`src/hw/rtl/vrip_pkg.sv`:
```
// ----------------------------------------------------------------------------
// vrip_pkg
// Shared widths, register codes, coefficient bundle and fixed-point helpers
// for the vertex rotate and isometric projection pipeline.
// ----------------------------------------------------------------------------
package vrip_pkg;

    localparam int ZOOM_W     = 7;
    localparam int MAP_W      = 11;
    localparam int ANG_W      = 8;
    localparam int COL_W      = 10;
    localparam int HGT_W      = 16;
    localparam int SCR_W      = 24;
    localparam int CFG_IDX_W  = 3;
    localparam int CFG_DATA_W = 11;

    localparam int SCL_W      = COL_W + ZOOM_W;
    localparam int HZ_W       = HGT_W + ZOOM_W + 1;
    localparam int ABS_W      = HGT_W + ZOOM_W;
    localparam int DIV5_MUL_W = 22;
    localparam int DIV5_SHIFT = 24;
    localparam logic [DIV5_MUL_W-1:0] DIV5_MUL = 22'd3355444;
    localparam int DIV5_PROD_W = ABS_W + DIV5_MUL_W;
    localparam int Z_W        = DIV5_PROD_W - DIV5_SHIFT;

    localparam int COEF_W     = 16;
    localparam int COORD_W    = 26;
    localparam int PROD_W     = COORD_W + COEF_W;
    localparam int D_W        = COORD_W + 1;
    localparam int PPROD_W    = D_W + COEF_W;
    localparam int SUM_W      = 46;
    localparam int Q_FRAC     = 14;
    localparam int OFF_W      = 20;
    localparam int MAPZ_W     = MAP_W + ZOOM_W;
    localparam int RAW_W      = 32;
    localparam int QIDX_W     = 7;
    localparam int QVAL_W     = 15;
    localparam int QUARTER    = 64;
    localparam int HALF_TURN  = 128;

    localparam logic signed [RAW_W-1:0] COS_OFFSET = 32'sd15652;
    localparam logic signed [RAW_W-1:0] SIN_OFFSET = 32'sd4842;
    localparam logic signed [RAW_W-1:0] RAW_HALF   = RAW_W'(1 << (Q_FRAC - 1));
    localparam logic signed [SUM_W-1:0] SUM_BIAS   = SUM_W'((1 << Q_FRAC) - 1);
    localparam logic signed [SUM_W-1:0] SAT_MAX    = SUM_W'((1 << (SCR_W - 1)) - 1);
    localparam logic signed [SUM_W-1:0] SAT_MIN    = ~SAT_MAX;

    localparam logic [ZOOM_W-1:0] ZOOM_RESET  = 7'd20;
    localparam logic [MAP_W-1:0]  MAP_RESET   = 11'd1;
    localparam logic [ANG_W-1:0]  ANGLE_RESET = 8'd0;
    localparam logic [ANG_W-1:0]  PROJ_RESET  = 8'd21;

    typedef enum logic [CFG_IDX_W-1:0] {
        REG_ZOOM        = 3'd0,
        REG_MAP_COLUMNS = 3'd1,
        REG_MAP_ROWS    = 3'd2,
        REG_ANGLE_X     = 3'd3,
        REG_ANGLE_Y     = 3'd4,
        REG_ANGLE_Z     = 3'd5,
        REG_PROJ_ANGLE  = 3'd6
    } t_cfg_reg;

    typedef struct packed {
        logic        [ZOOM_W-1:0] zoom;
        logic signed [COEF_W-1:0] cx;
        logic signed [COEF_W-1:0] sx;
        logic signed [COEF_W-1:0] cy;
        logic signed [COEF_W-1:0] sy;
        logic signed [COEF_W-1:0] cz;
        logic signed [COEF_W-1:0] sz;
        logic signed [COEF_W-1:0] cp;
        logic signed [COEF_W-1:0] sp;
        logic signed [OFF_W-1:0]  xoff;
        logic signed [OFF_W-1:0]  yoff;
    } t_coef;

    function automatic logic [QVAL_W-1:0] q_sine(input logic [QIDX_W-1:0] k);
        case (k)
            7'd0:  return 15'd0;     7'd1:  return 15'd402;   7'd2:  return 15'd804;
            7'd3:  return 15'd1205;  7'd4:  return 15'd1606;  7'd5:  return 15'd2006;
            7'd6:  return 15'd2404;  7'd7:  return 15'd2801;  7'd8:  return 15'd3196;
            7'd9:  return 15'd3590;  7'd10: return 15'd3981;  7'd11: return 15'd4370;
            7'd12: return 15'd4756;  7'd13: return 15'd5139;  7'd14: return 15'd5520;
            7'd15: return 15'd5897;  7'd16: return 15'd6270;  7'd17: return 15'd6639;
            7'd18: return 15'd7005;  7'd19: return 15'd7366;  7'd20: return 15'd7723;
            7'd21: return 15'd8076;  7'd22: return 15'd8423;  7'd23: return 15'd8765;
            7'd24: return 15'd9102;  7'd25: return 15'd9434;  7'd26: return 15'd9760;
            7'd27: return 15'd10080; 7'd28: return 15'd10394; 7'd29: return 15'd10702;
            7'd30: return 15'd11003; 7'd31: return 15'd11297; 7'd32: return 15'd11585;
            7'd33: return 15'd11866; 7'd34: return 15'd12140; 7'd35: return 15'd12406;
            7'd36: return 15'd12665; 7'd37: return 15'd12916; 7'd38: return 15'd13160;
            7'd39: return 15'd13395; 7'd40: return 15'd13623; 7'd41: return 15'd13842;
            7'd42: return 15'd14053; 7'd43: return 15'd14256; 7'd44: return 15'd14449;
            7'd45: return 15'd14635; 7'd46: return 15'd14811; 7'd47: return 15'd14978;
            7'd48: return 15'd15137; 7'd49: return 15'd15286; 7'd50: return 15'd15426;
            7'd51: return 15'd15557; 7'd52: return 15'd15679; 7'd53: return 15'd15791;
            7'd54: return 15'd15893; 7'd55: return 15'd15986; 7'd56: return 15'd16069;
            7'd57: return 15'd16143; 7'd58: return 15'd16207; 7'd59: return 15'd16261;
            7'd60: return 15'd16305; 7'd61: return 15'd16340; 7'd62: return 15'd16364;
            7'd63: return 15'd16379; 7'd64: return 15'd16384;
            default: return 15'd0;
        endcase
    endfunction

    function automatic logic signed [COEF_W-1:0] sine_of(input logic [ANG_W-1:0] code);
        logic [QIDX_W-1:0]        k;
        logic signed [COEF_W-1:0] v;
        k = QIDX_W'(code[ANG_W-3:0]);
        if (code[ANG_W-2]) begin
            k = QIDX_W'(QUARTER) - k;
        end
        v = COEF_W'(q_sine(k));
        return code[ANG_W-1] ? -v : v;
    endfunction

    function automatic logic signed [COEF_W-1:0] cosine_of(input logic [ANG_W-1:0] code);
        return sine_of(code + ANG_W'(QUARTER));
    endfunction

    function automatic logic signed [RAW_W-1:0] round_q14(input logic signed [RAW_W-1:0] v);
        logic signed [RAW_W-1:0] m;
        m = -v;
        if (v < 0) begin
            return -((m + RAW_HALF) >>> Q_FRAC);
        end
        return (v + RAW_HALF) >>> Q_FRAC;
    endfunction

    function automatic logic signed [SUM_W-1:0] trunc_q14(input logic signed [SUM_W-1:0] v);
        if (v < 0) begin
            return (v + SUM_BIAS) >>> Q_FRAC;
        end
        return v >>> Q_FRAC;
    endfunction

    function automatic logic signed [SCR_W-1:0] saturate(input logic signed [SUM_W-1:0] v);
        if (v > SAT_MAX) begin
            return SAT_MAX[SCR_W-1:0];
        end
        if (v < SAT_MIN) begin
            return SAT_MIN[SCR_W-1:0];
        end
        return v[SCR_W-1:0];
    endfunction

endpackage

```
`src/hw/rtl/vrip_rot.sv`:
```
// ----------------------------------------------------------------------------
// vrip_rot
// Two-stage plane rotation: four products, then the two Q1.14 sums truncated
// toward zero. The third coordinate rides along unchanged.
// ----------------------------------------------------------------------------
module vrip_rot (
    input  logic                                  i_clk,
    input  logic                                  i_rst_n,
    input  logic                                  i_valid,
    output logic                                  o_stall,
    input  logic signed [vrip_pkg::COORD_W-1:0]   i_a,
    input  logic signed [vrip_pkg::COORD_W-1:0]   i_b,
    input  logic signed [vrip_pkg::COORD_W-1:0]   i_pass,
    input  logic signed [vrip_pkg::COEF_W-1:0]    i_c,
    input  logic signed [vrip_pkg::COEF_W-1:0]    i_s,
    output logic                                  o_valid,
    input  logic                                  i_stall,
    output logic signed [vrip_pkg::COORD_W-1:0]   o_p,
    output logic signed [vrip_pkg::COORD_W-1:0]   o_q,
    output logic signed [vrip_pkg::COORD_W-1:0]   o_pass
);
    import vrip_pkg::*;

    logic [1:0]                r_v;
    logic [1:0]                w_en;

    logic signed [PROD_W-1:0]  r1_ac;
    logic signed [PROD_W-1:0]  r1_bs;
    logic signed [PROD_W-1:0]  r1_as;
    logic signed [PROD_W-1:0]  r1_bc;
    logic signed [COORD_W-1:0] r1_pass;
    logic signed [COORD_W-1:0] r2_p;
    logic signed [COORD_W-1:0] r2_q;
    logic signed [COORD_W-1:0] r2_pass;

    logic signed [PROD_W-1:0]  n1_ac;
    logic signed [PROD_W-1:0]  n1_bs;
    logic signed [PROD_W-1:0]  n1_as;
    logic signed [PROD_W-1:0]  n1_bc;
    logic signed [SUM_W-1:0]   w_p;
    logic signed [SUM_W-1:0]   w_q;

    assign w_en[1] = !r_v[1] || !i_stall;
    assign w_en[0] = !r_v[0] || w_en[1];
    assign o_stall = !w_en[0];

    always_comb begin
        n1_ac = i_a * i_c;
        n1_bs = i_b * i_s;
        n1_as = i_a * i_s;
        n1_bc = i_b * i_c;
        w_p   = trunc_q14(SUM_W'(r1_ac) - SUM_W'(r1_bs));
        w_q   = trunc_q14(SUM_W'(r1_as) + SUM_W'(r1_bc));
    end

    always_ff @(posedge i_clk) begin
        if (!i_rst_n) begin
            r_v <= '0;
        end else begin
            if (w_en[0]) begin
                r_v[0] <= i_valid;
            end
            if (w_en[1]) begin
                r_v[1] <= r_v[0];
            end
        end
    end

    always_ff @(posedge i_clk) begin
        if (w_en[0]) begin
            r1_ac   <= n1_ac;
            r1_bs   <= n1_bs;
            r1_as   <= n1_as;
            r1_bc   <= n1_bc;
            r1_pass <= i_pass;
        end
        if (w_en[1]) begin
            r2_p    <= w_p[COORD_W-1:0];
            r2_q    <= w_q[COORD_W-1:0];
            r2_pass <= r1_pass;
        end
    end

    assign o_valid = r_v[1];
    assign o_p     = r2_p;
    assign o_q     = r2_q;
    assign o_pass  = r2_pass;

endmodule

```
`config.mk`:
```
export PLATFORM = sky130hd
export DESIGN_NAME = vrip_rot
export DESIGN_NICKNAME = d
export VERILOG_FILES = /design/src/hw/rtl/vrip_pkg.sv /design/src/hw/rtl/vrip_rot.sv
export SDC_FILE = /design/constraint.sdc
export NUM_CORES = 2
export LEC_CHECK = 0
export BUFFER_PORTS_ARGS = -buffer_cell sky130_fd_sc_hd__buf_2
export CAP_MARGIN = 40
export CORE_ASPECT_RATIO = 0.7
export CORE_MARGIN = 2
export CORE_UTILIZATION = 60
export CTS_CLUSTER_SIZE = 10
export DETAILED_ROUTE_END_ITERATION = 10
export PLACE_DENSITY = 0.77
export SYNTH_ARGS = -nofsm -noshare
export SYNTH_HDL_FRONTEND = slang
export SYNTH_SLANG_ARGS = --single-unit
```
`constraint.sdc`:
```
create_clock -name i_clk -period 6.5 [get_ports i_clk]
set_clock_uncertainty 0.05 [all_clocks]
set_input_delay 0 -clock i_clk [delete_from_list [all_inputs] [get_ports i_clk]]
set_output_delay 0 -clock i_clk [all_outputs]
set_load 0.1 [all_outputs]
```
Word level (Yosys, flattened, before mapping) --
Index checks and enable logic that the tools add are counted.
Storage, ports and cells: bits in registers 274
Operators by class: $add $sub $neg 4, multiply operators 4, $lt $le $gt $ge 2, muxes and demuxes 6, reductions and logical operators 6
Operators by type and width (count):
- 26-bit by 16-bit multiplier with 42-bit output | 4
- 26-bit two-way mux | 4
- 43-bit by 1-bit less-than comparator with 1-bit output, second input constant | 2
- 40-bit by 15-bit adder with 40-bit output, second input constant | 2
- 42-bit by 42-bit adder with 43-bit output | 1
- 42-bit by 42-bit subtractor with 43-bit output | 1
- 1-bit zero test | 4
- 1-bit logical OR | 2
- 1-bit two-way mux | 2

Longest topological paths before layout --
word-level depth 4, gate-level depth with buffers 28

Worst setup path after synthesis --
No wires, ideal clock.
kind register to register, from register r_v[1], to register r_v[0], library setup time 0.064 ns, arrival 8.931 ns, data required time 6.386 ns, setup slack -2.544 ns, cell stages (with the launch flop) 4, buffers on the path 0, period minus slack after synthesis 9.044 ns, cell sequence dfxtp_1 -> nand3_1 -> inv_1 -> o21a_1
On the way: cells in the longest elaborated chain, start to end 3
Ends and longest elaborated chain:
- start, declared | line vrip_rot.sv:24 | logic [1:0] r_v;
- start signal, assigned | line vrip_rot.sv:64 | r_v[1] <= r_v[0];
- 1-bit zero test | line vrip_rot.sv:43 | assign w_en[1] = !r_v[1] || !i_stall;
- 1-bit logical OR | line vrip_rot.sv:43
- 1-bit logical OR | line vrip_rot.sv:44 | assign w_en[0] = !r_v[0] || w_en[1];
No other way between the ends. A chain may end at the register's enable or synchronous reset.

Worst setup path after layout --
from input port i_c[10] (netlist bit), to register r1_bc[38] (data pin)
On the way: cells in the longest elaborated chain, start to end 1
Ends and longest elaborated chain:
- start, declared | line vrip_rot.sv:14 | input logic signed [vrip_pkg::COEF_W-1:0] i_c,
- 26-bit by 16-bit multiplier with 42-bit output | line vrip_rot.sv:51 | n1_bc = i_b * i_c;
- via n1_bc[38] | line vrip_rot.sv:39 | logic signed [PROD_W-1:0] n1_bc;
- end signal, assigned | line vrip_rot.sv:74 | r1_bc <= n1_bc;
- end, declared | line vrip_rot.sv:30 | logic signed [PROD_W-1:0] r1_bc;
The timed path passes the listed nets, and every way through them passes these cells.

==> impl_metrics.env <==
export IMPL_status="finished, final reports clean"
export IMPL_slew_headroom_pct=37.9
export IMPL_synth_area_leader_cell="fa_1"
export IMPL_synth_cell_types=97
export IMPL_grt_start_max_net_pins=69
export IMPL_maxSlewViolCount=0
export IMPL_routed_wl_um=193000
export IMPL_fp_dieArea_mm2=0.125
export IMPL_synth_nets=10100
export IMPL_wl_per_cell_um=19.4
export IMPL_grt_pass1_wl_um=316000
export IMPL_drive_gt1_share_pct=10.2
export IMPL_clock_latency_ns=0.61
export IMPL_worst_slack_ns=0.166
export IMPL_regArea_mm2=0.00821
export IMPL_die_w_um=422
export IMPL_synthCells=7864
export IMPL_route_detailed_drc=0
export IMPL_clock_root_buffer="clkbuf_16"
export IMPL_synth_seq_area_share_pct=11.2
export IMPL_area_delta_synth_final_pct=10.7
export IMPL_path_common_cell="fa_1"
export IMPL_min_path_type="in -> reg"
export IMPL_drtIter0Drc=4305
export IMPL_worstMarginPinSlew_ns=0.932
export IMPL_final_cell_mix="inv_1, fa_1, nand2_1, and2_1, ha_1"
export IMPL_crit_type="in -> reg"
export IMPL_post_dp_hpwl_um=164000
export IMPL_ios=194
export IMPL_max_stage_delay_ns=0.53
export IMPL_netlist_area_mm2=0.0732
export IMPL_startpoint_type="input pin"
export IMPL_maxCapViolCount=0
export IMPL_cts_clk_slew_worst_paths_ns=0.07
export IMPL_synthTopCellsByArea="fa_1, edfxtp_1, inv_1"
export IMPL_grt_antenna_before_repair=13
export IMPL_dieHeight_um=296
export IMPL_core_mm2=0.121
export IMPL_clockBufferDepth=3
export IMPL_slowest_stage="fa_1"
export IMPL_antenna_left=0
export IMPL_fill_cells=9476
export IMPL_finalNetCount=10500
export IMPL_hold_violations=0
export IMPL_via_count=54700
export IMPL_htreeDepth=2
export IMPL_place_congestion=0.973
export IMPL_rows=107
export IMPL_multi_input_area_mm2=0.0564
export IMPL_cts_buffers=36
export IMPL_grt_overflow_total=0
export IMPL_ys_warn_count=0
export IMPL_viasPerCell=5.50
export IMPL_max_freq_mhz=158
export IMPL_grt_pass1_vias=58700
export IMPL_endpoint_kind="flop"
export IMPL_dp_worst_setup_slack_ns=-0.354
export IMPL_ys_ff_latch=274
export IMPL_synth_top_area_share_pct=44.0
export IMPL_gr_usage_all_layers_pct=32.4
export IMPL_post_synth_cell_area_avg_um2=9.31
export IMPL_crit_fanout=18
export IMPL_cts_tree="done"
export IMPL_layout_commonest_cell="inv_1"
export IMPL_final_min_clock_period_ns=6.33
export IMPL_port_buffers=193
export IMPL_synthArstFlopShare_pct=0
export IMPL_required_ns=6.80
export IMPL_synth_edf_count=272
export IMPL_start_util_pct=60.3
export IMPL_synth_flop_cell="edfxtp_1"
export IMPL_hold_slack_ns=0.0797
export IMPL_drt_first_pass_iters=6
export IMPL_crit_arrival_ns=6.63
export IMPL_fin_crit_sh_pct=97.5
export IMPL_finalSetupViolCount=0
export IMPL_clock_sinks=274
[area by class of cell]
cell class	count	share of cell area [%]
Sequential cell	274	10.1
Clock inverter	11	0.139
Clock buffer	46	1.17
Tap cell	1635	2.52
Timing Repair Buffer	757	7.55
Antenna cell	4	0.0123
Inverter	1924	8.91
Multi-Input combinational cell	5288	69.6
[sequential cells by signal (all words and copies together), names as in the netlist]
register  cells
o_p          26
r1_ac        42
o_q          26
r1_bs        42
r1_as        42
r1_pass      26
o_pass       26
r_v           2
r1_bc        42
[cell usage after synthesis (all sizes together), types with 44 or more instances]
| cell | instances |
|---|---|
| a21o | 127 |
| ha | 492 |
| xnor2 | 205 |
| and2 | 676 |
| nor2 | 212 |
| a21oi | 201 |
| nand2 | 1024 |
| nor3 | 52 |
| nand2b | 44 |
| fa | 1610 |
| inv | 1922 |
| nand3 | 59 |
| edfxtp | 272 |
| o21ai | 100 |
| xor2 | 79 |
| clkbuf | 352 |
[logic make-up (layout without fill, tap and decap cells)]
family	Yosys count	after routing	share of synthesized area [%]
flops	274	274	11.2
fa+ha+maj	2102	2102	52.4
other cells	0	4	0
buf+inv	2302	2738	11.8
xor+xnor	284	284	3.41
mux	8	8	0.116
simple gates	2217	2217	14.8
compound gates	677	677	6.23
[worst max-delay path: cells and delay by family]
| family | cells | cell delay [ns] |
|---|---|---|
| multiplexers | 1 | 0.18 |
| adder cells (fa/ha/maj) | 7 | 3.17 |
| buffers and inverters | 7 | 0.99 |
| AO/OA/AOI/OAI | 7 | 1.68 |
| AND/OR/NAND/NOR | 5 | 0.58 |
[per-layer routing]
layer	global-route usage, %	wire (µm)	part of all wire (%)	vias to the layer above
met2	49.5	85300	44	2410
li1	-	-	-	24200
met5	0	34	0.018	-
met4	9.42	6110	3.2	6
met3	7.86	20800	11	355
met1	46.3	80900	42	27700
[per-stage QoR]
stage	area, µm²	TNS (ns)	cells	util (%)
2_1_floorplan	73200	0	7864	-
3_3_place_gp	79600	-2.07	9844	65.6
3_5_place_dp	79700	-5.57	9847	65.6
4_1_cts	81000	0	9934	66.7
5_1_grt	81100	-0.0341	9937	66.8
6_report	81100	0	9939	66.8
[worst paths after layout]
kind,start,endpoint,slack (ns),cells past startpoint
hold reg to reg,r1_pass[7]$_DFFE_PN_,o_pass[7]$_DFFE_PP_,0.36,0
hold / removal,i_pass[17],r1_pass[17]$_DFFE_PN_,0.08,2
setup reg to reg,r1_as[0]$_DFFE_PN_,o_q[25]$_DFFE_PP_,1.62,13
setup / recovery,i_c[10],r1_bc[38]$_DFFE_PN_,0.17,27
[repair_timing]
| item | in CTS | in global routing |
|---|---|---|
| hold buffers | 30 | 0 |
| setup buffers | 0 | 1 |
| gates resized for setup | 0 | 8 |
| setup endpoints to repair | 0 | 9 |
| endpoints found under the hold margin | 43 | 0 |
Power is left out: the tool's default activity adds up to more than one toggle a clock period on the data nets, which glitch-free logic cannot reach.
