<file path="src/hw/rtl/vrip_pkg.sv">
// ----------------------------------------------------------------------------
// vrip_pkg
// Shared widths, register codes, coefficient bundle and fixed-point helpers
// for the vertex rotate and isometric projection pipeline.
// ----------------------------------------------------------------------------
package vrip_pkg;

    localparam int ZOOM_W     = 7;
    localparam int MAP_W      = 11;
    localparam int ANG_W      = 8;
    localparam int COL_W      = 10;
    localparam int HGT_W      = 16;
    localparam int SCR_W      = 24;
    localparam int CFG_IDX_W  = 3;
    localparam int CFG_DATA_W = 11;

    localparam int SCL_W      = COL_W + ZOOM_W;
    localparam int HZ_W       = HGT_W + ZOOM_W + 1;
    localparam int ABS_W      = HGT_W + ZOOM_W;
    localparam int DIV5_MUL_W = 22;
    localparam int DIV5_SHIFT = 24;
    localparam logic [DIV5_MUL_W-1:0] DIV5_MUL = 22'd3355444;
    localparam int DIV5_PROD_W = ABS_W + DIV5_MUL_W;
    localparam int Z_W        = DIV5_PROD_W - DIV5_SHIFT;

    localparam int COEF_W     = 16;
    localparam int COORD_W    = 26;
    localparam int PROD_W     = COORD_W + COEF_W;
    localparam int D_W        = COORD_W + 1;
    localparam int PPROD_W    = D_W + COEF_W;
    localparam int SUM_W      = 46;
    localparam int Q_FRAC     = 14;
    localparam int OFF_W      = 20;
    localparam int MAPZ_W     = MAP_W + ZOOM_W;
    localparam int RAW_W      = 32;
    localparam int QIDX_W     = 7;
    localparam int QVAL_W     = 15;
    localparam int QUARTER    = 64;
    localparam int HALF_TURN  = 128;

    localparam logic signed [RAW_W-1:0] COS_OFFSET = 32'sd15652;
    localparam logic signed [RAW_W-1:0] SIN_OFFSET = 32'sd4842;
    localparam logic signed [RAW_W-1:0] RAW_HALF   = RAW_W'(1 << (Q_FRAC - 1));
    localparam logic signed [SUM_W-1:0] SUM_BIAS   = SUM_W'((1 << Q_FRAC) - 1);
    localparam logic signed [SUM_W-1:0] SAT_MAX    = SUM_W'((1 << (SCR_W - 1)) - 1);
    localparam logic signed [SUM_W-1:0] SAT_MIN    = ~SAT_MAX;

    localparam logic [ZOOM_W-1:0] ZOOM_RESET  = 7'd20;
    localparam logic [MAP_W-1:0]  MAP_RESET   = 11'd1;
    localparam logic [ANG_W-1:0]  ANGLE_RESET = 8'd0;
    localparam logic [ANG_W-1:0]  PROJ_RESET  = 8'd21;

    typedef enum logic [CFG_IDX_W-1:0] {
        REG_ZOOM        = 3'd0,
        REG_MAP_COLUMNS = 3'd1,
        REG_MAP_ROWS    = 3'd2,
        REG_ANGLE_X     = 3'd3,
        REG_ANGLE_Y     = 3'd4,
        REG_ANGLE_Z     = 3'd5,
        REG_PROJ_ANGLE  = 3'd6
    } t_cfg_reg;

    typedef struct packed {
        logic        [ZOOM_W-1:0] zoom;
        logic signed [COEF_W-1:0] cx;
        logic signed [COEF_W-1:0] sx;
        logic signed [COEF_W-1:0] cy;
        logic signed [COEF_W-1:0] sy;
        logic signed [COEF_W-1:0] cz;
        logic signed [COEF_W-1:0] sz;
        logic signed [COEF_W-1:0] cp;
        logic signed [COEF_W-1:0] sp;
        logic signed [OFF_W-1:0]  xoff;
        logic signed [OFF_W-1:0]  yoff;
    } t_coef;

    function automatic logic [QVAL_W-1:0] q_sine(input logic [QIDX_W-1:0] k);
        case (k)
            7'd0:  return 15'd0;     7'd1:  return 15'd402;   7'd2:  return 15'd804;
            7'd3:  return 15'd1205;  7'd4:  return 15'd1606;  7'd5:  return 15'd2006;
            7'd6:  return 15'd2404;  7'd7:  return 15'd2801;  7'd8:  return 15'd3196;
            7'd9:  return 15'd3590;  7'd10: return 15'd3981;  7'd11: return 15'd4370;
            7'd12: return 15'd4756;  7'd13: return 15'd5139;  7'd14: return 15'd5520;
            7'd15: return 15'd5897;  7'd16: return 15'd6270;  7'd17: return 15'd6639;
            7'd18: return 15'd7005;  7'd19: return 15'd7366;  7'd20: return 15'd7723;
            7'd21: return 15'd8076;  7'd22: return 15'd8423;  7'd23: return 15'd8765;
            7'd24: return 15'd9102;  7'd25: return 15'd9434;  7'd26: return 15'd9760;
            7'd27: return 15'd10080; 7'd28: return 15'd10394; 7'd29: return 15'd10702;
            7'd30: return 15'd11003; 7'd31: return 15'd11297; 7'd32: return 15'd11585;
            7'd33: return 15'd11866; 7'd34: return 15'd12140; 7'd35: return 15'd12406;
            7'd36: return 15'd12665; 7'd37: return 15'd12916; 7'd38: return 15'd13160;
            7'd39: return 15'd13395; 7'd40: return 15'd13623; 7'd41: return 15'd13842;
            7'd42: return 15'd14053; 7'd43: return 15'd14256; 7'd44: return 15'd14449;
            7'd45: return 15'd14635; 7'd46: return 15'd14811; 7'd47: return 15'd14978;
            7'd48: return 15'd15137; 7'd49: return 15'd15286; 7'd50: return 15'd15426;
            7'd51: return 15'd15557; 7'd52: return 15'd15679; 7'd53: return 15'd15791;
            7'd54: return 15'd15893; 7'd55: return 15'd15986; 7'd56: return 15'd16069;
            7'd57: return 15'd16143; 7'd58: return 15'd16207; 7'd59: return 15'd16261;
            7'd60: return 15'd16305; 7'd61: return 15'd16340; 7'd62: return 15'd16364;
            7'd63: return 15'd16379; 7'd64: return 15'd16384;
            default: return 15'd0;
        endcase
    endfunction

    function automatic logic signed [COEF_W-1:0] sine_of(input logic [ANG_W-1:0] code);
        logic [QIDX_W-1:0]        k;
        logic signed [COEF_W-1:0] v;
        k = QIDX_W'(code[ANG_W-3:0]);
        if (code[ANG_W-2]) begin
            k = QIDX_W'(QUARTER) - k;
        end
        v = COEF_W'(q_sine(k));
        return code[ANG_W-1] ? -v : v;
    endfunction

    function automatic logic signed [COEF_W-1:0] cosine_of(input logic [ANG_W-1:0] code);
        return sine_of(code + ANG_W'(QUARTER));
    endfunction

    function automatic logic signed [RAW_W-1:0] round_q14(input logic signed [RAW_W-1:0] v);
        logic signed [RAW_W-1:0] m;
        m = -v;
        if (v < 0) begin
            return -((m + RAW_HALF) >>> Q_FRAC);
        end
        return (v + RAW_HALF) >>> Q_FRAC;
    endfunction

    function automatic logic signed [SUM_W-1:0] trunc_q14(input logic signed [SUM_W-1:0] v);
        if (v < 0) begin
            return (v + SUM_BIAS) >>> Q_FRAC;
        end
        return v >>> Q_FRAC;
    endfunction

    function automatic logic signed [SCR_W-1:0] saturate(input logic signed [SUM_W-1:0] v);
        if (v > SAT_MAX) begin
            return SAT_MAX[SCR_W-1:0];
        end
        if (v < SAT_MIN) begin
            return SAT_MIN[SCR_W-1:0];
        end
        return v[SCR_W-1:0];
    endfunction

endpackage

</file>
<file path="src/hw/rtl/vrip_proj.sv">
// ----------------------------------------------------------------------------
// vrip_proj
// Three-stage isometric projection: difference and sum, products with the
// projection cosine and negated sine, then offset add, truncate and saturate.
// ----------------------------------------------------------------------------
module vrip_proj (
    input  logic                                  i_clk,
    input  logic                                  i_rst_n,
    input  logic                                  i_valid,
    output logic                                  o_stall,
    input  logic signed [vrip_pkg::COORD_W-1:0]   i_x,
    input  logic signed [vrip_pkg::COORD_W-1:0]   i_y,
    input  logic signed [vrip_pkg::COORD_W-1:0]   i_z,
    input  vrip_pkg::t_coef                       i_coef,
    output logic                                  o_valid,
    input  logic                                  i_stall,
    output logic signed [vrip_pkg::SCR_W-1:0]     o_screen_x,
    output logic signed [vrip_pkg::SCR_W-1:0]     o_screen_y
);
    import vrip_pkg::*;

    logic [2:0]                 r_v;
    logic [2:0]                 w_en;

    logic signed [D_W-1:0]      r1_d;
    logic signed [D_W-1:0]      r1_e;
    logic signed [COORD_W-1:0]  r1_z;
    logic signed [PPROD_W-1:0]  r2_pd;
    logic signed [PPROD_W-1:0]  r2_pe;
    logic signed [COORD_W-1:0]  r2_z;
    logic signed [SCR_W-1:0]    r3_sx;
    logic signed [SCR_W-1:0]    r3_sy;

    logic signed [D_W-1:0]      n1_d;
    logic signed [D_W-1:0]      n1_e;
    logic signed [PPROD_W-1:0]  n2_pd;
    logic signed [PPROD_W-1:0]  n2_pe;
    logic signed [SUM_W-1:0]    w_num_x;
    logic signed [SUM_W-1:0]    w_num_y;

    assign w_en[2] = !r_v[2] || !i_stall;
    assign w_en[1] = !r_v[1] || w_en[2];
    assign w_en[0] = !r_v[0] || w_en[1];
    assign o_stall = !w_en[0];

    always_comb begin
        n1_d    = D_W'(i_x) - D_W'(i_y);
        n1_e    = D_W'(i_x) + D_W'(i_y);
        n2_pd   = r1_d * i_coef.cp;
        n2_pe   = r1_e * i_coef.sp;
        w_num_x = SUM_W'(r2_pd) + (SUM_W'(i_coef.xoff) <<< Q_FRAC);
        w_num_y = SUM_W'(r2_pe) + ((SUM_W'(i_coef.yoff) - SUM_W'(r2_z)) <<< Q_FRAC);
    end

    always_ff @(posedge i_clk) begin
        if (!i_rst_n) begin
            r_v <= '0;
        end else begin
            if (w_en[0]) begin
                r_v[0] <= i_valid;
            end
            if (w_en[1]) begin
                r_v[1] <= r_v[0];
            end
            if (w_en[2]) begin
                r_v[2] <= r_v[1];
            end
        end
    end

    always_ff @(posedge i_clk) begin
        if (w_en[0]) begin
            r1_d <= n1_d;
            r1_e <= n1_e;
            r1_z <= i_z;
        end
        if (w_en[1]) begin
            r2_pd <= n2_pd;
            r2_pe <= n2_pe;
            r2_z  <= r1_z;
        end
        if (w_en[2]) begin
            r3_sx <= saturate(trunc_q14(w_num_x));
            r3_sy <= saturate(trunc_q14(w_num_y));
        end
    end

    assign o_valid    = r_v[2];
    assign o_screen_x = r3_sx;
    assign o_screen_y = r3_sy;

endmodule

</file>
<file path="config.mk">
export PLATFORM = sky130hd
export DESIGN_NAME = vrip_proj
export DESIGN_NICKNAME = d
export VERILOG_FILES = /design/src/hw/rtl/vrip_pkg.sv /design/src/hw/rtl/vrip_proj.sv
export SDC_FILE = /design/constraint.sdc
export NUM_CORES = 2
export LEC_CHECK = 0
export ABC_AREA = 1
export BUFFER_PORTS_ARGS = -buffer_cell sky130_fd_sc_hd__buf_4
export CORE_UTILIZATION = 55
export DETAILED_ROUTE_END_ITERATION = 10
export PLACE_DENSITY = 0.73
export SETUP_SLACK_MARGIN = 0.15
export SYNTH_ARGS = -nofsm -noshare
export SYNTH_HDL_FRONTEND = slang
export SYNTH_SLANG_ARGS = --single-unit
</file>
<file path="constraint.sdc">
create_clock -name i_clk -period 9.1 [get_ports i_clk]
set_clock_uncertainty 0.15 [all_clocks]
set_input_delay 1.82 -clock i_clk [delete_from_list [all_inputs] [get_ports i_clk]]
set_output_delay 1.82 -clock i_clk [all_outputs]
set_load 0.05 [all_outputs]
</file>
; Word level (Yosys, flattened, before mapping)
; Index checks and enable logic that the tools add are counted.
[word_totals]
input_bits = 257
elab_cells = 62
regBits = 243
[classes]
order_cmp = 6
addsub = 7
n_reduce_logical = 8
mul = 2
n_mux = 28
[op_table]
columns = op, count
row1 = 46-bit two-way mux, 6
row2 = 24-bit two-way mux, 8
row3 = 46-bit by 24-bit greater-than comparator with 1-bit output (second input constant), 2
row4 = 46-bit by 24-bit less-than comparator with 1-bit output (second input constant), 2
row5 = 44-bit by 15-bit adder with 45-bit output (second input constant), 2
row6 = 44-bit by 1-bit less-than comparator with 1-bit output (second input constant), 2
row7 = 27-bit by 16-bit multiplier with 43-bit output, 2
row8 = 43-bit by 34-bit adder with 44-bit output, 1
row9 = 43-bit by 41-bit adder with 44-bit output, 1
row10 = 26-bit by 26-bit adder with 27-bit output, 1
row11 = 20-bit by 26-bit subtractor with 27-bit output, 1
row12 = 26-bit by 26-bit subtractor with 27-bit output, 1
row13 = 1-bit two-way mux, 14
row14 = 1-bit logical NOT, 5
row15 = 1-bit logical OR, 3

; Longest topological paths before layout
[logic_depth]
depth_word = 14
mapped_depth = 40

; Worst setup path after synthesis
; Ideal clock, no wire load.
[synth_timing]
path_type = input port to flip-flop
startpoint = input i_stall
endpoint = register r1_d[0], enable pin
n_path_buf = 0
t_required_ns = 8.518
cell_stages = 5
t_arrival_ns = 8.016
setup_ns = 0.432
setup_slack_ns = 0.503
path_cell_list = nand2_1 -> nor2_1 -> inv_1 -> nor2_1 -> inv_1
[synth_between]
elab_chain_cells = 4
[synth_lines]
columns = element, line
row1 = "start, declared", vrip_proj.sv:16  ; input logic i_stall,
row2 = 1-bit logical NOT, vrip_proj.sv:41  ; assign w_en[2] = !r_v[2] || !i_stall;
row3 = 1-bit logical OR, vrip_proj.sv:41
row4 = 1-bit logical OR, vrip_proj.sv:42  ; assign w_en[1] = !r_v[1] || w_en[2];
row5 = named net w_en[1], vrip_proj.sv:23  ; logic [2:0] w_en;
row6 = 1-bit logical OR, vrip_proj.sv:43  ; assign w_en[0] = !r_v[0] || w_en[1];
row7 = "end signal, assigned", vrip_proj.sv:73  ; r1_d <= n1_d;
row8 = "end, declared", vrip_proj.sv:25  ; logic signed [D_W-1:0] r1_d;
; The timed path passes the listed nets, and every way through them passes these cells.
; A chain may end at the register's enable or synchronous reset.

; Worst setup path after layout
[layout_timing]
startpoint = input i_coef[46] (netlist bit)
endpoint = register r2_pe[39] (data pin)
[layout_between]
elab_chain_cells = 1
[layout_lines]
columns = element, line
row1 = "start, declared", vrip_proj.sv:14  ; input vrip_pkg::t_coef i_coef,
row2 = 27-bit by 16-bit multiplier with 43-bit output, vrip_proj.sv:50  ; n2_pe = r1_e * i_coef.sp;
row3 = named net n2_pe[39], vrip_proj.sv:37  ; logic signed [PPROD_W-1:0] n2_pe;
row4 = "end signal, assigned", vrip_proj.sv:79  ; r2_pe <= n2_pe;
row5 = "end, declared", vrip_proj.sv:29  ; logic signed [PPROD_W-1:0] r2_pe;
; The timed path passes the listed nets, and every way through them passes these cells.

==> run metrics <==
Max Cap Viol=0; Final min period=7.98 ns; layout cells sized above 1=6.59%; die height=300 um; crit path DAT=8.17 ns; most common cell in the netlist=nand2_1; die area=90100 um^2; top post-synthesis cells by area=fa_1 (34%), edfxtp_1 (15%), nand2_1 (13%); antenna violations before repair=4; post-CTS sizing=0; r2r worst-path depth=26; area of the multi-input gates=34800 um^2; Cells on Worst Hold Path=0; ys flop type=edfxtp_1; post-DP HPWL=101 mm; Hold WC Path Type=reg2reg; Syn Inst Count=6197; ANT nets after route=0; TNS Setup=0 ns; worst r2r src=r1_e[5]; num rows=108; filler cell count in the final layout=7864; core footprint=87400 um^2; Vias=38800; Mapped Area=48900 um^2; sequential fraction of the synthesis area=14.8%; P&R area growth vs syn=6.85%; Hold Vio Cnt, Final=0; fmax=125 MHz; ratio of final minimum period to clock period=87.7%; H-tree depth=1; Hold Path End=r2_z[19]; max-slew violation count=0; vias in the first global route=39700; Iter 0 DRT Violations=2702; area leader, netlist=fa_1; Slew Limit Headroom=27.4%; CTS tree=done; WL/cell=16.6 um; number of distinct standard cells referenced by the synthesized netlist=55; run status=complete, no violations; largest net degree at the start of global routing=63; Worst Path Required=9.29 ns; Die W=300 um; GRT Total Usage=28.3%; worst setup margin=1.12 ns; Yosys reg bits=242; # port buffers=203; Hold Startpoint=r1_z[19]; R2R setup slack=1.72 ns; Starting Density=55.9%; RSZ-0062 raised after global routing=no; YS warnings=0; first-pass GRT wire length=202 mm; total clock sinks=242; CP endpoint kind=register; post-synth top area share=34.3%; CP Launch Type=input port; final global-route overflow total=0; most common library cells after synthesis=nand2_1 (1705), inv_1 (1602), fa_1 (837); Worst-path clk slew=0.06 ns; routability congestion estimate=0.939; # nets final=7712; Avg Inst Size Synth=7.89 um^2; Via density=5.20; final setup fails=0; setup bufs post-CTS=0; first-pass iteration count of the detailed router=6; final non-filler cell total=7451; clock root cell=clkbuf_16; Residual DRC=0; clk_lat worst skew=0.60 ns; fin util=59.7%; final WL=123 mm; Longest Clk Path Bufs=3; worst-path fanout max=27; post-cts hold buffer count=0; asr flop ratio synth=0%; placed insts=7399; R2R Path End=r2_pe[39]; CP Class=in2reg; IO Pins=307; worst slew pin tran=1.09 ns; Post-synth EDFFs=239; total CTS buffers=28; Reg area=7240 um^2; pre-CTS setup slack=0.582 ns; Mapped Nets=7635
==> worst max-delay path by stage <==
stage	slack [ns]	startpoint	end	cells after the start
floorplan	0.50	i_stall	r1_d[0]	5
global placement	0.59	i_coef[46]	r2_pe[39]	27
detailed placement	0.58	i_coef[46]	r2_pe[39]	27
CTS	1.23	i_coef[46]	r2_pe[39]	27
global route	0.92	i_coef[48]	r2_pe[39]	27
finish	1.12	i_coef[46]	r2_pe[39]	27
==> critical path: stages <==
cell and delay (ns):
buf_4 0.34, nand2_1 0.14, fa_1 0.56, inv_1 0.05, fa_1 0.53, inv_1 0.05
fa_1 0.50, inv_1 0.05, fa_1 0.48, inv_1 0.06, fa_1 0.53, inv_1 0.06
fa_1 0.48, ha_1 0.39, nand2_1 0.11, nor2_1 0.15, nand2_1 0.07, nand2_1 0.07
a31oi_1 0.07, o21ai_0 0.45, a21oi_1 0.22, o21ai_0 0.39, a21oi_1 0.16, o21ai_0 0.26
nand2_1 0.08, inv_1 0.06, nor2_1 0.04
==> cells in the final DEF (no fill, tap or decap), types with 12 or more instances in the layout <==
cell type	count
a31oi_1	21
nor3_1	22
edfxtp_1	239
nor2_1	308
buf_4	221
nand4_1	32
o21bai_1	14
o21ai_0	90
or2_2	52
xor2_1	131
ha_1	344
clkbuf_16	29
a21oi_1	226
nor2_2	17
fa_1	837
a21o_1	12
xnor2_1	69
nand3_1	135
nand2_1	1704
nand2_2	40
inv_1	1600
==> state kept, by name (all words and copies together), names as in the netlist <==
name        cells
o_screen_x     24
o_screen_y     24
r1_d           27
r1_e           26
r1_z           26
r2_pd          43
r2_pe          43
r2_z           26
r_v             3
==> per-stage QoR <==
step | hold WS, ns | instance area (um^2)
floorplan | 0.250 | 48900
global placement | 0.252 | 51300
detailed placement | 0.255 | 51300
CTS | 0.268 | 52200
global route | 0.268 | 52200
finish | 0.263 | 52200
==> area by class of cell <==
class | instances | share of cell area, %
multi-input combinational | 4163 | 66.7
tap | 1155 | 2.77
clock inverter | 15 | 0.309
clock buffer | 36 | 1.52
sequential | 242 | 13.9
inverter | 1618 | 11.6
timing repair buffer | 221 | 3.18
antenna | 1 | 0.00479
==> per-layer routing <==
metal  track usage, %  up-vias  part of all wire (%)
met5                0        -                 0.028
met4             7.29        6                   2.8
met3             4.83      216                   8.7
met2             45.9     1515                    45
met1             39.4    18600                    43
li1                 -    18400                     -
==> cells by family after synthesis <==
| group | synth area share, % |
|---|---|
| compound gates | 4.92 |
| xor+xnor | 3.62 |
| fa+ha+maj | 43.1 |
| buf+inv | 13.9 |
| flops | 14.8 |
| simple gates | 19.7 |
Power is left out: the tool's default activity adds up to more than one toggle a clock period on the data nets, which glitch-free logic cannot reach.
