## config.mk

```make
export PLATFORM = sky130hd
export DESIGN_NAME = vrip_scale
export DESIGN_NICKNAME = d
export VERILOG_FILES = /design/src/hw/rtl/vrip_pkg.sv /design/src/hw/rtl/vrip_scale.sv
export SDC_FILE = /design/constraint.sdc
export NUM_CORES = 1
export LEC_CHECK = 0
export BUFFER_PORTS_ARGS = -buffer_cell sky130_fd_sc_hd__buf_2
export CORE_MARGIN = 10
export CORE_UTILIZATION = 55
export CTS_CLUSTER_SIZE = 16
export DETAILED_ROUTE_END_ITERATION = 16
export HOLD_SLACK_MARGIN = 0.02
export PLACE_DENSITY = 0.7
export SLEW_MARGIN = 10
export SYNTH_ARGS = -nofsm -noshare
export SYNTH_HDL_FRONTEND = slang
export SYNTH_SLANG_ARGS = --single-unit
```

## constraint.sdc

```tcl
create_clock -name i_clk -period 10.74 [get_ports i_clk]
set_input_delay 1.074 -clock i_clk [delete_from_list [all_inputs] [get_ports i_clk]]
set_output_delay 1.074 -clock i_clk [all_outputs]
set_load 0.1 [all_outputs]
```

## src/hw/rtl/vrip_pkg.sv

```systemverilog
// ----------------------------------------------------------------------------
// vrip_pkg
// Shared widths, register codes, coefficient bundle and fixed-point helpers
// for the vertex rotate and isometric projection pipeline.
// ----------------------------------------------------------------------------
package vrip_pkg;

    localparam int ZOOM_W     = 7;
    localparam int MAP_W      = 11;
    localparam int ANG_W      = 8;
    localparam int COL_W      = 10;
    localparam int HGT_W      = 16;
    localparam int SCR_W      = 24;
    localparam int CFG_IDX_W  = 3;
    localparam int CFG_DATA_W = 11;

    localparam int SCL_W      = COL_W + ZOOM_W;
    localparam int HZ_W       = HGT_W + ZOOM_W + 1;
    localparam int ABS_W      = HGT_W + ZOOM_W;
    localparam int DIV5_MUL_W = 22;
    localparam int DIV5_SHIFT = 24;
    localparam logic [DIV5_MUL_W-1:0] DIV5_MUL = 22'd3355444;
    localparam int DIV5_PROD_W = ABS_W + DIV5_MUL_W;
    localparam int Z_W        = DIV5_PROD_W - DIV5_SHIFT;

    localparam int COEF_W     = 16;
    localparam int COORD_W    = 26;
    localparam int PROD_W     = COORD_W + COEF_W;
    localparam int D_W        = COORD_W + 1;
    localparam int PPROD_W    = D_W + COEF_W;
    localparam int SUM_W      = 46;
    localparam int Q_FRAC     = 14;
    localparam int OFF_W      = 20;
    localparam int MAPZ_W     = MAP_W + ZOOM_W;
    localparam int RAW_W      = 32;
    localparam int QIDX_W     = 7;
    localparam int QVAL_W     = 15;
    localparam int QUARTER    = 64;
    localparam int HALF_TURN  = 128;

    localparam logic signed [RAW_W-1:0] COS_OFFSET = 32'sd15652;
    localparam logic signed [RAW_W-1:0] SIN_OFFSET = 32'sd4842;
    localparam logic signed [RAW_W-1:0] RAW_HALF   = RAW_W'(1 << (Q_FRAC - 1));
    localparam logic signed [SUM_W-1:0] SUM_BIAS   = SUM_W'((1 << Q_FRAC) - 1);
    localparam logic signed [SUM_W-1:0] SAT_MAX    = SUM_W'((1 << (SCR_W - 1)) - 1);
    localparam logic signed [SUM_W-1:0] SAT_MIN    = ~SAT_MAX;

    localparam logic [ZOOM_W-1:0] ZOOM_RESET  = 7'd20;
    localparam logic [MAP_W-1:0]  MAP_RESET   = 11'd1;
    localparam logic [ANG_W-1:0]  ANGLE_RESET = 8'd0;
    localparam logic [ANG_W-1:0]  PROJ_RESET  = 8'd21;

    typedef enum logic [CFG_IDX_W-1:0] {
        REG_ZOOM        = 3'd0,
        REG_MAP_COLUMNS = 3'd1,
        REG_MAP_ROWS    = 3'd2,
        REG_ANGLE_X     = 3'd3,
        REG_ANGLE_Y     = 3'd4,
        REG_ANGLE_Z     = 3'd5,
        REG_PROJ_ANGLE  = 3'd6
    } t_cfg_reg;

    typedef struct packed {
        logic        [ZOOM_W-1:0] zoom;
        logic signed [COEF_W-1:0] cx;
        logic signed [COEF_W-1:0] sx;
        logic signed [COEF_W-1:0] cy;
        logic signed [COEF_W-1:0] sy;
        logic signed [COEF_W-1:0] cz;
        logic signed [COEF_W-1:0] sz;
        logic signed [COEF_W-1:0] cp;
        logic signed [COEF_W-1:0] sp;
        logic signed [OFF_W-1:0]  xoff;
        logic signed [OFF_W-1:0]  yoff;
    } t_coef;

    function automatic logic [QVAL_W-1:0] q_sine(input logic [QIDX_W-1:0] k);
        case (k)
            7'd0:  return 15'd0;     7'd1:  return 15'd402;   7'd2:  return 15'd804;
            7'd3:  return 15'd1205;  7'd4:  return 15'd1606;  7'd5:  return 15'd2006;
            7'd6:  return 15'd2404;  7'd7:  return 15'd2801;  7'd8:  return 15'd3196;
            7'd9:  return 15'd3590;  7'd10: return 15'd3981;  7'd11: return 15'd4370;
            7'd12: return 15'd4756;  7'd13: return 15'd5139;  7'd14: return 15'd5520;
            7'd15: return 15'd5897;  7'd16: return 15'd6270;  7'd17: return 15'd6639;
            7'd18: return 15'd7005;  7'd19: return 15'd7366;  7'd20: return 15'd7723;
            7'd21: return 15'd8076;  7'd22: return 15'd8423;  7'd23: return 15'd8765;
            7'd24: return 15'd9102;  7'd25: return 15'd9434;  7'd26: return 15'd9760;
            7'd27: return 15'd10080; 7'd28: return 15'd10394; 7'd29: return 15'd10702;
            7'd30: return 15'd11003; 7'd31: return 15'd11297; 7'd32: return 15'd11585;
            7'd33: return 15'd11866; 7'd34: return 15'd12140; 7'd35: return 15'd12406;
            7'd36: return 15'd12665; 7'd37: return 15'd12916; 7'd38: return 15'd13160;
            7'd39: return 15'd13395; 7'd40: return 15'd13623; 7'd41: return 15'd13842;
            7'd42: return 15'd14053; 7'd43: return 15'd14256; 7'd44: return 15'd14449;
            7'd45: return 15'd14635; 7'd46: return 15'd14811; 7'd47: return 15'd14978;
            7'd48: return 15'd15137; 7'd49: return 15'd15286; 7'd50: return 15'd15426;
            7'd51: return 15'd15557; 7'd52: return 15'd15679; 7'd53: return 15'd15791;
            7'd54: return 15'd15893; 7'd55: return 15'd15986; 7'd56: return 15'd16069;
            7'd57: return 15'd16143; 7'd58: return 15'd16207; 7'd59: return 15'd16261;
            7'd60: return 15'd16305; 7'd61: return 15'd16340; 7'd62: return 15'd16364;
            7'd63: return 15'd16379; 7'd64: return 15'd16384;
            default: return 15'd0;
        endcase
    endfunction

    function automatic logic signed [COEF_W-1:0] sine_of(input logic [ANG_W-1:0] code);
        logic [QIDX_W-1:0]        k;
        logic signed [COEF_W-1:0] v;
        k = QIDX_W'(code[ANG_W-3:0]);
        if (code[ANG_W-2]) begin
            k = QIDX_W'(QUARTER) - k;
        end
        v = COEF_W'(q_sine(k));
        return code[ANG_W-1] ? -v : v;
    endfunction

    function automatic logic signed [COEF_W-1:0] cosine_of(input logic [ANG_W-1:0] code);
        return sine_of(code + ANG_W'(QUARTER));
    endfunction

    function automatic logic signed [RAW_W-1:0] round_q14(input logic signed [RAW_W-1:0] v);
        logic signed [RAW_W-1:0] m;
        m = -v;
        if (v < 0) begin
            return -((m + RAW_HALF) >>> Q_FRAC);
        end
        return (v + RAW_HALF) >>> Q_FRAC;
    endfunction

    function automatic logic signed [SUM_W-1:0] trunc_q14(input logic signed [SUM_W-1:0] v);
        if (v < 0) begin
            return (v + SUM_BIAS) >>> Q_FRAC;
        end
        return v >>> Q_FRAC;
    endfunction

    function automatic logic signed [SCR_W-1:0] saturate(input logic signed [SUM_W-1:0] v);
        if (v > SAT_MAX) begin
            return SAT_MAX[SCR_W-1:0];
        end
        if (v < SAT_MIN) begin
            return SAT_MIN[SCR_W-1:0];
        end
        return v[SCR_W-1:0];
    endfunction

endpackage

```

## src/hw/rtl/vrip_scale.sv

```systemverilog
// ----------------------------------------------------------------------------
// vrip_scale
// Three-stage front end: scale column, row and height by zoom, then divide
// the scaled height by five toward zero through a reciprocal multiply.
// ----------------------------------------------------------------------------
module vrip_scale (
    input  logic                                  i_clk,
    input  logic                                  i_rst_n,
    input  logic                                  i_valid,
    output logic                                  o_stall,
    input  logic        [vrip_pkg::COL_W-1:0]     i_grid_col,
    input  logic        [vrip_pkg::COL_W-1:0]     i_grid_row,
    input  logic signed [vrip_pkg::HGT_W-1:0]     i_height,
    input  logic        [vrip_pkg::ZOOM_W-1:0]    i_zoom,
    output logic                                  o_valid,
    input  logic                                  i_stall,
    output logic signed [vrip_pkg::COORD_W-1:0]   o_x,
    output logic signed [vrip_pkg::COORD_W-1:0]   o_y,
    output logic signed [vrip_pkg::COORD_W-1:0]   o_z
);
    import vrip_pkg::*;

    logic [2:0]                 r_v;
    logic [2:0]                 w_en;

    logic        [SCL_W-1:0]       r1_x;
    logic        [SCL_W-1:0]       r1_y;
    logic signed [HZ_W-1:0]        r1_hz;
    logic        [SCL_W-1:0]       r2_x;
    logic        [SCL_W-1:0]       r2_y;
    logic                          r2_neg;
    logic        [DIV5_PROD_W-1:0] r2_prod;
    logic signed [COORD_W-1:0]     r3_x;
    logic signed [COORD_W-1:0]     r3_y;
    logic signed [COORD_W-1:0]     r3_z;

    logic        [SCL_W-1:0]       n1_x;
    logic        [SCL_W-1:0]       n1_y;
    logic signed [HZ_W-1:0]        n1_hz;
    logic signed [HZ_W-1:0]        w_hz_mag;
    logic        [ABS_W-1:0]       w_abs;
    logic        [DIV5_PROD_W-1:0] n2_prod;
    logic        [Z_W-1:0]         w_q;
    logic signed [COORD_W-1:0]     n3_z;

    assign w_en[2] = !r_v[2] || !i_stall;
    assign w_en[1] = !r_v[1] || w_en[2];
    assign w_en[0] = !r_v[0] || w_en[1];
    assign o_stall = !w_en[0];

    always_comb begin
        n1_x     = i_grid_col * i_zoom;
        n1_y     = i_grid_row * i_zoom;
        n1_hz    = i_height * $signed({1'b0, i_zoom});
        w_hz_mag = r1_hz[HZ_W-1] ? -r1_hz : r1_hz;
        w_abs    = w_hz_mag[ABS_W-1:0];
        n2_prod  = w_abs * DIV5_MUL;
        w_q      = r2_prod[DIV5_PROD_W-1:DIV5_SHIFT];
        n3_z     = r2_neg ? -COORD_W'(w_q) : COORD_W'(w_q);
    end

    always_ff @(posedge i_clk) begin
        if (!i_rst_n) begin
            r_v <= '0;
        end else begin
            if (w_en[0]) begin
                r_v[0] <= i_valid;
            end
            if (w_en[1]) begin
                r_v[1] <= r_v[0];
            end
            if (w_en[2]) begin
                r_v[2] <= r_v[1];
            end
        end
    end

    always_ff @(posedge i_clk) begin
        if (w_en[0]) begin
            r1_x  <= n1_x;
            r1_y  <= n1_y;
            r1_hz <= n1_hz;
        end
        if (w_en[1]) begin
            r2_x    <= r1_x;
            r2_y    <= r1_y;
            r2_neg  <= r1_hz[HZ_W-1];
            r2_prod <= n2_prod;
        end
        if (w_en[2]) begin
            r3_x <= COORD_W'(r2_x);
            r3_y <= COORD_W'(r2_y);
            r3_z <= n3_z;
        end
    end

    assign o_valid = r_v[2];
    assign o_x     = r3_x;
    assign o_y     = r3_y;
    assign o_z     = r3_z;

endmodule

```

# == Word level (Yosys, flattened, before mapping) ==
# Index checks and enable logic that the tools add are counted.
# totals
ff_bits,199
in_bits,47
out_inout_bits,80
elab_cells,30
# op_classes
n_addsub,2
multipliers,4
n_mux,2
n_reduce_logical,8
# ops
operator,count
$mul A23 B20 Y43 const B,1
$mul A10 B7 Y17,2
$neg A21 Y26,1
$mul A16 B8 Y24,1
$mux W23,1
$neg A23 Y23,1
$mux W21,1
$logic_not A1 Y1,5
$logic_or A1 B1 Y1,3

# == Depth between registers and ports, before layout ==
# logic_depth
word_depth,5
mapped_depth,31
depth_no_buf,31

# == Least setup slack after synthesis ==
# No wires, ideal clock.
# synth_timing
kind,register -> register
start,reg r1_hz[0]
end,"reg r2_prod[35], data pin"
setup_ns,0.258
arrival_time_ns,7.489
required_time_ns,10.482
path_slack_ns,2.993
stages_incl_launch_ff,29
path_buffers,0
period_less_slack_ns,7.747
path_cell_list,edfxtp_1 or3_1 or4_1 or3_1 nand2b_1 o31a_1 xnor2_1 inv_1 ha_1 fa_1 ha_1 inv_1 fa_1 inv_1 fa_1 fa_1 inv_1 fa_1 inv_1 ha_1 a211oi_1 o21ai_0 a221o_1 a21oi_1 o21ai_0 a21oi_1 o21bai_1 a21o_1 xor2_1
# synth_via
elab_chain_cells,3
# synth_lines
item,line_no,text
"start, declared",vrip_scale.sv:28,logic signed [HZ_W-1:0] r1_hz;
"start signal, assigned",vrip_scale.sv:82,r1_hz <= n1_hz;
$neg A23 Y23,vrip_scale.sv:55,w_hz_mag = r1_hz[HZ_W-1] ? -r1_hz : r1_hz;
$mux W23 *,vrip_scale.sv:55,
$mul A23 B20 Y43 *,vrip_scale.sv:57,n2_prod = w_abs * DIV5_MUL;
net n2_prod[35],vrip_scale.sv:42,logic [DIV5_PROD_W-1:0] n2_prod;
"end signal, assigned",vrip_scale.sv:88,r2_prod <= n2_prod;
"end, declared",vrip_scale.sv:32,logic [DIV5_PROD_W-1:0] r2_prod;
# The timed path passes the listed nets; every way through them passes the cells marked *.
# A chain may end at the register's enable or synchronous reset.

# == Worst setup path in the final report ==
# layout_timing
start,reg r1_hz[0]
end,"reg r2_prod[38], data pin"
# Same word-level chain as after synthesis.

==> metrics.txt <==
number of synthesized register bits 177; FP Rows 74; Area growth syn-to-layout 7.51%; Synth Instances 2086; vias in the first global route 15831; clock latency at the later pin of the worst-skew pair 460 ps; Synth Area in Compound Gates 5.71%; syn avg cell area 10.8 µm²; Layout Utilization 59.5%; Boundary Pins 127; Setup CP Type register to register; Req. time, crit path 10940 ps; share of layout cells above drive strength 1 7.17%; # nets final 2896; DRC Markers 0; Slew @ Worst Pin 1000 ps; headroom to the max-slew limit 32.7%; fill count 3428; largest area contributor in the netlist fa_1; Synth area leaders fa_1, edfxtp_1, ha_1, inv_1, and2_1; Slew Viols, Final 0; critical path's top delay family adder cells; xor and xnor area share after synthesis 5.10%; Top FF cell, synth edfxtp_1; drt first pass iters 5; Yosys cell types 53; reg2reg setup slack 1820 ps; PostCTS Resize Cnt 0; Worst Hold Path EP r2_x[14]; Routed WL per cell 17.8 µm; final hold violation count 0; Yosys warning count 0; global-route wire length before repair 80.8 mm; final wirelength 48.7 mm; CP bufs+invs 5; die height 222 µm; Worst R2R Start r1_hz[0]; EDFF count, synth 174; Vias/cell 5.33; Die Wd 222 µm; Worst setup SP type register; DR iter-0 viols 910; Seq/Total Area, Yosys 23.5%; hold path depth 0; crit path max-delay cell type edfxtp_1; clk buf depth 2; CTS tree done; final setup vio count 0; largest net degree at the start of global routing 61; routability cong. 0.947; clock root cell clkbuf_16; CP endpoint kind register; Max Cap Viol 0; initial antenna violation count 4; Synth top area share 28.7%; via count 14611; Worst Hold Class register to register; Inserted Clock Buffers 17; postcts setup bufs 0; Reg2Reg Depth 28; post-route antenna net violation count 0; mux cell area share after synthesis 0.0890%; max incr delay on CP 570 ps; clock sink count 177; Synth Area in Adders 47.3%; Starting Density 55.3%; RSZ-0062 raised after global routing false; outcome completed; main combinational cell family by area after synthesis adder cells; setup_tns 0 ps; Core Region 40600 µm²; clock skew 22.7 ps; r2r endpoint r2_prod[38]; period utilization 83.0%; Total Die Area 49400 µm²; Simple-Gate Fraction of Synth Area 9.91%; Final min period 8920 ps; Reg clk slew, reported paths 90 ps; Detailed Place HPWL 40.6 mm; GR Overflow Total 0; CTS Hold Buffers Added 0; H-tree levels 4; mapped cell area 22500 µm²; WP data arrival 9120 ps; Post-synth ARST share 0%; critical path peak fanout 8; # port buffers 108; hold path startpoint r1_x[14]; GRT Total Usage 20.3%; Max Fclk 112 MHz
routing by layer:
layer | track usage, % | up-vias | routed length, µm
li1 | - | 6912 | -
met1 | 26.0 | 7348 | 21200
met2 | 35.3 | 293 | 24500
met3 | 2.82 | 58 | 1860
met4 | 5.35 | 0 | 1120
met5 | 0 | - | 0
worst register-to-register path, delay by kind of cell (launching register included):
kind	cells	cell delay [ps]
flip-flops	1	570
AND/OR/NAND/NOR	4	1520
buffers and inverters	5	370
adder cells (fa/ha/maj)	8	3400
AO/OA/AOI/OAI	9	2380
XOR/XNOR	2	400
how the worst max path moves through the flow:
stage          cells past startpoint          end      from  slack (ps)
3_5_place_dp                      28  r2_prod[38]  r1_hz[0]        1950
6_report                          28  r2_prod[38]  r1_hz[0]        1820
5_1_grt                           29  r2_prod[42]  r1_hz[0]        1430
2_1_floorplan                     28  r2_prod[35]  r1_hz[0]        2990
3_3_place_gp                      28  r2_prod[38]  r1_hz[0]        2100
4_1_cts                           28  r2_prod[38]  r1_hz[0]        1910
flip-flops by register name, summed over array words and instances (netlist names):
register,flops
r2_x,17
r1_x,17
r_v,3
r1_hz,24
r2_prod,21
o_x,17
o_z,26
r2_y,17
r1_y,17
r2_neg,1
o_y,17
final cells by class:
cell class                      count  area [µm²]  area share (%)
Clock inverter                     14         158           0.652
Clock buffer                       18         439            1.82
Antenna cell                        2        5.00          0.0207
Timing Repair Buffer              114         586            2.42
Inverter                          440        1650            6.83
Tap cell                          532         666            2.75
Sequential cell                   177        5290            21.9
Multi-Input combinational cell   1442       15400            63.6
Yosys cell counts (4+ instances only):
cell type and number:
edfxtp_1 174, o211ai_1 8, o21bai_1 10, o31ai_1 12, nor3_1 20, xnor2_1 97, a21o_1 20, o21a_1 7
o31a_1 4, o21ai_0 40, nor4_1 4, a211oi_1 8, o41ai_1 6, ha_1 335, and3_1 11, and2_1 138
nor2b_1 10, nand2_1 158, nand2b_1 6, clkbuf_1 26, xor2_1 34, inv_1 440, nand3_1 22, or4_1 5
fa_1 322, nor2_1 42, or3_1 13, a21oi_1 53, buf_4 18
cell usage in the layout (no fill, tap or decap), types with 5 or more instances in the layout:
cell type	netlist	routed
a211oi_1	8	8
a21o_1	20	20
a21oi_1	53	53
and2_1	138	138
and3_1	11	11
buf_2	0	108
buf_4	18	6
clkbuf_16	0	17
conb_1	1	18
edfxtp_1	174	174
fa_1	322	322
ha_1	335	335
inv_1	440	439
inv_8	0	6
nand2_1	158	156
nand2b_1	6	6
nand3_1	22	22
nor2_1	42	42
nor2b_1	10	10
nor3_1	20	20
o211ai_1	8	8
o21a_1	7	7
o21ai_0	40	40
o21bai_1	10	10
o31ai_1	12	12
o41ai_1	6	6
or3_1	13	13
or4_1	5	5
xnor2_1	97	97
xor2_1	34	34
per-stage QoR:
step                      instances  area [µm²]  worst slack [ps]  hold slack [ps]
after floorplan                2103       22600              2990              400
after global placement         2705       23600              2100              402
after detailed placement       2705       23600              1950              405
after CTS                      2737       24200              1910              419
after global routing           2739       24200              1430              428
final                          2739       24200              1820              421
cell families (layout without fill, tap and decap cells):
logic type               count (synthesis)  count (layout)
XOR/XNOR                               131             131
multiplexers                             2               2
adder cells (fa/ha/maj)                657             657
AO/OA/AOI/OAI                          194             194
flip-flops                             177             177
buffers and inverters                  484             586
AND/OR/NAND/NOR                        440             440
other                                    1              20
Power is not shown: default switching activity piles up to over one toggle a cycle in this logic, so the estimate is an artifact.
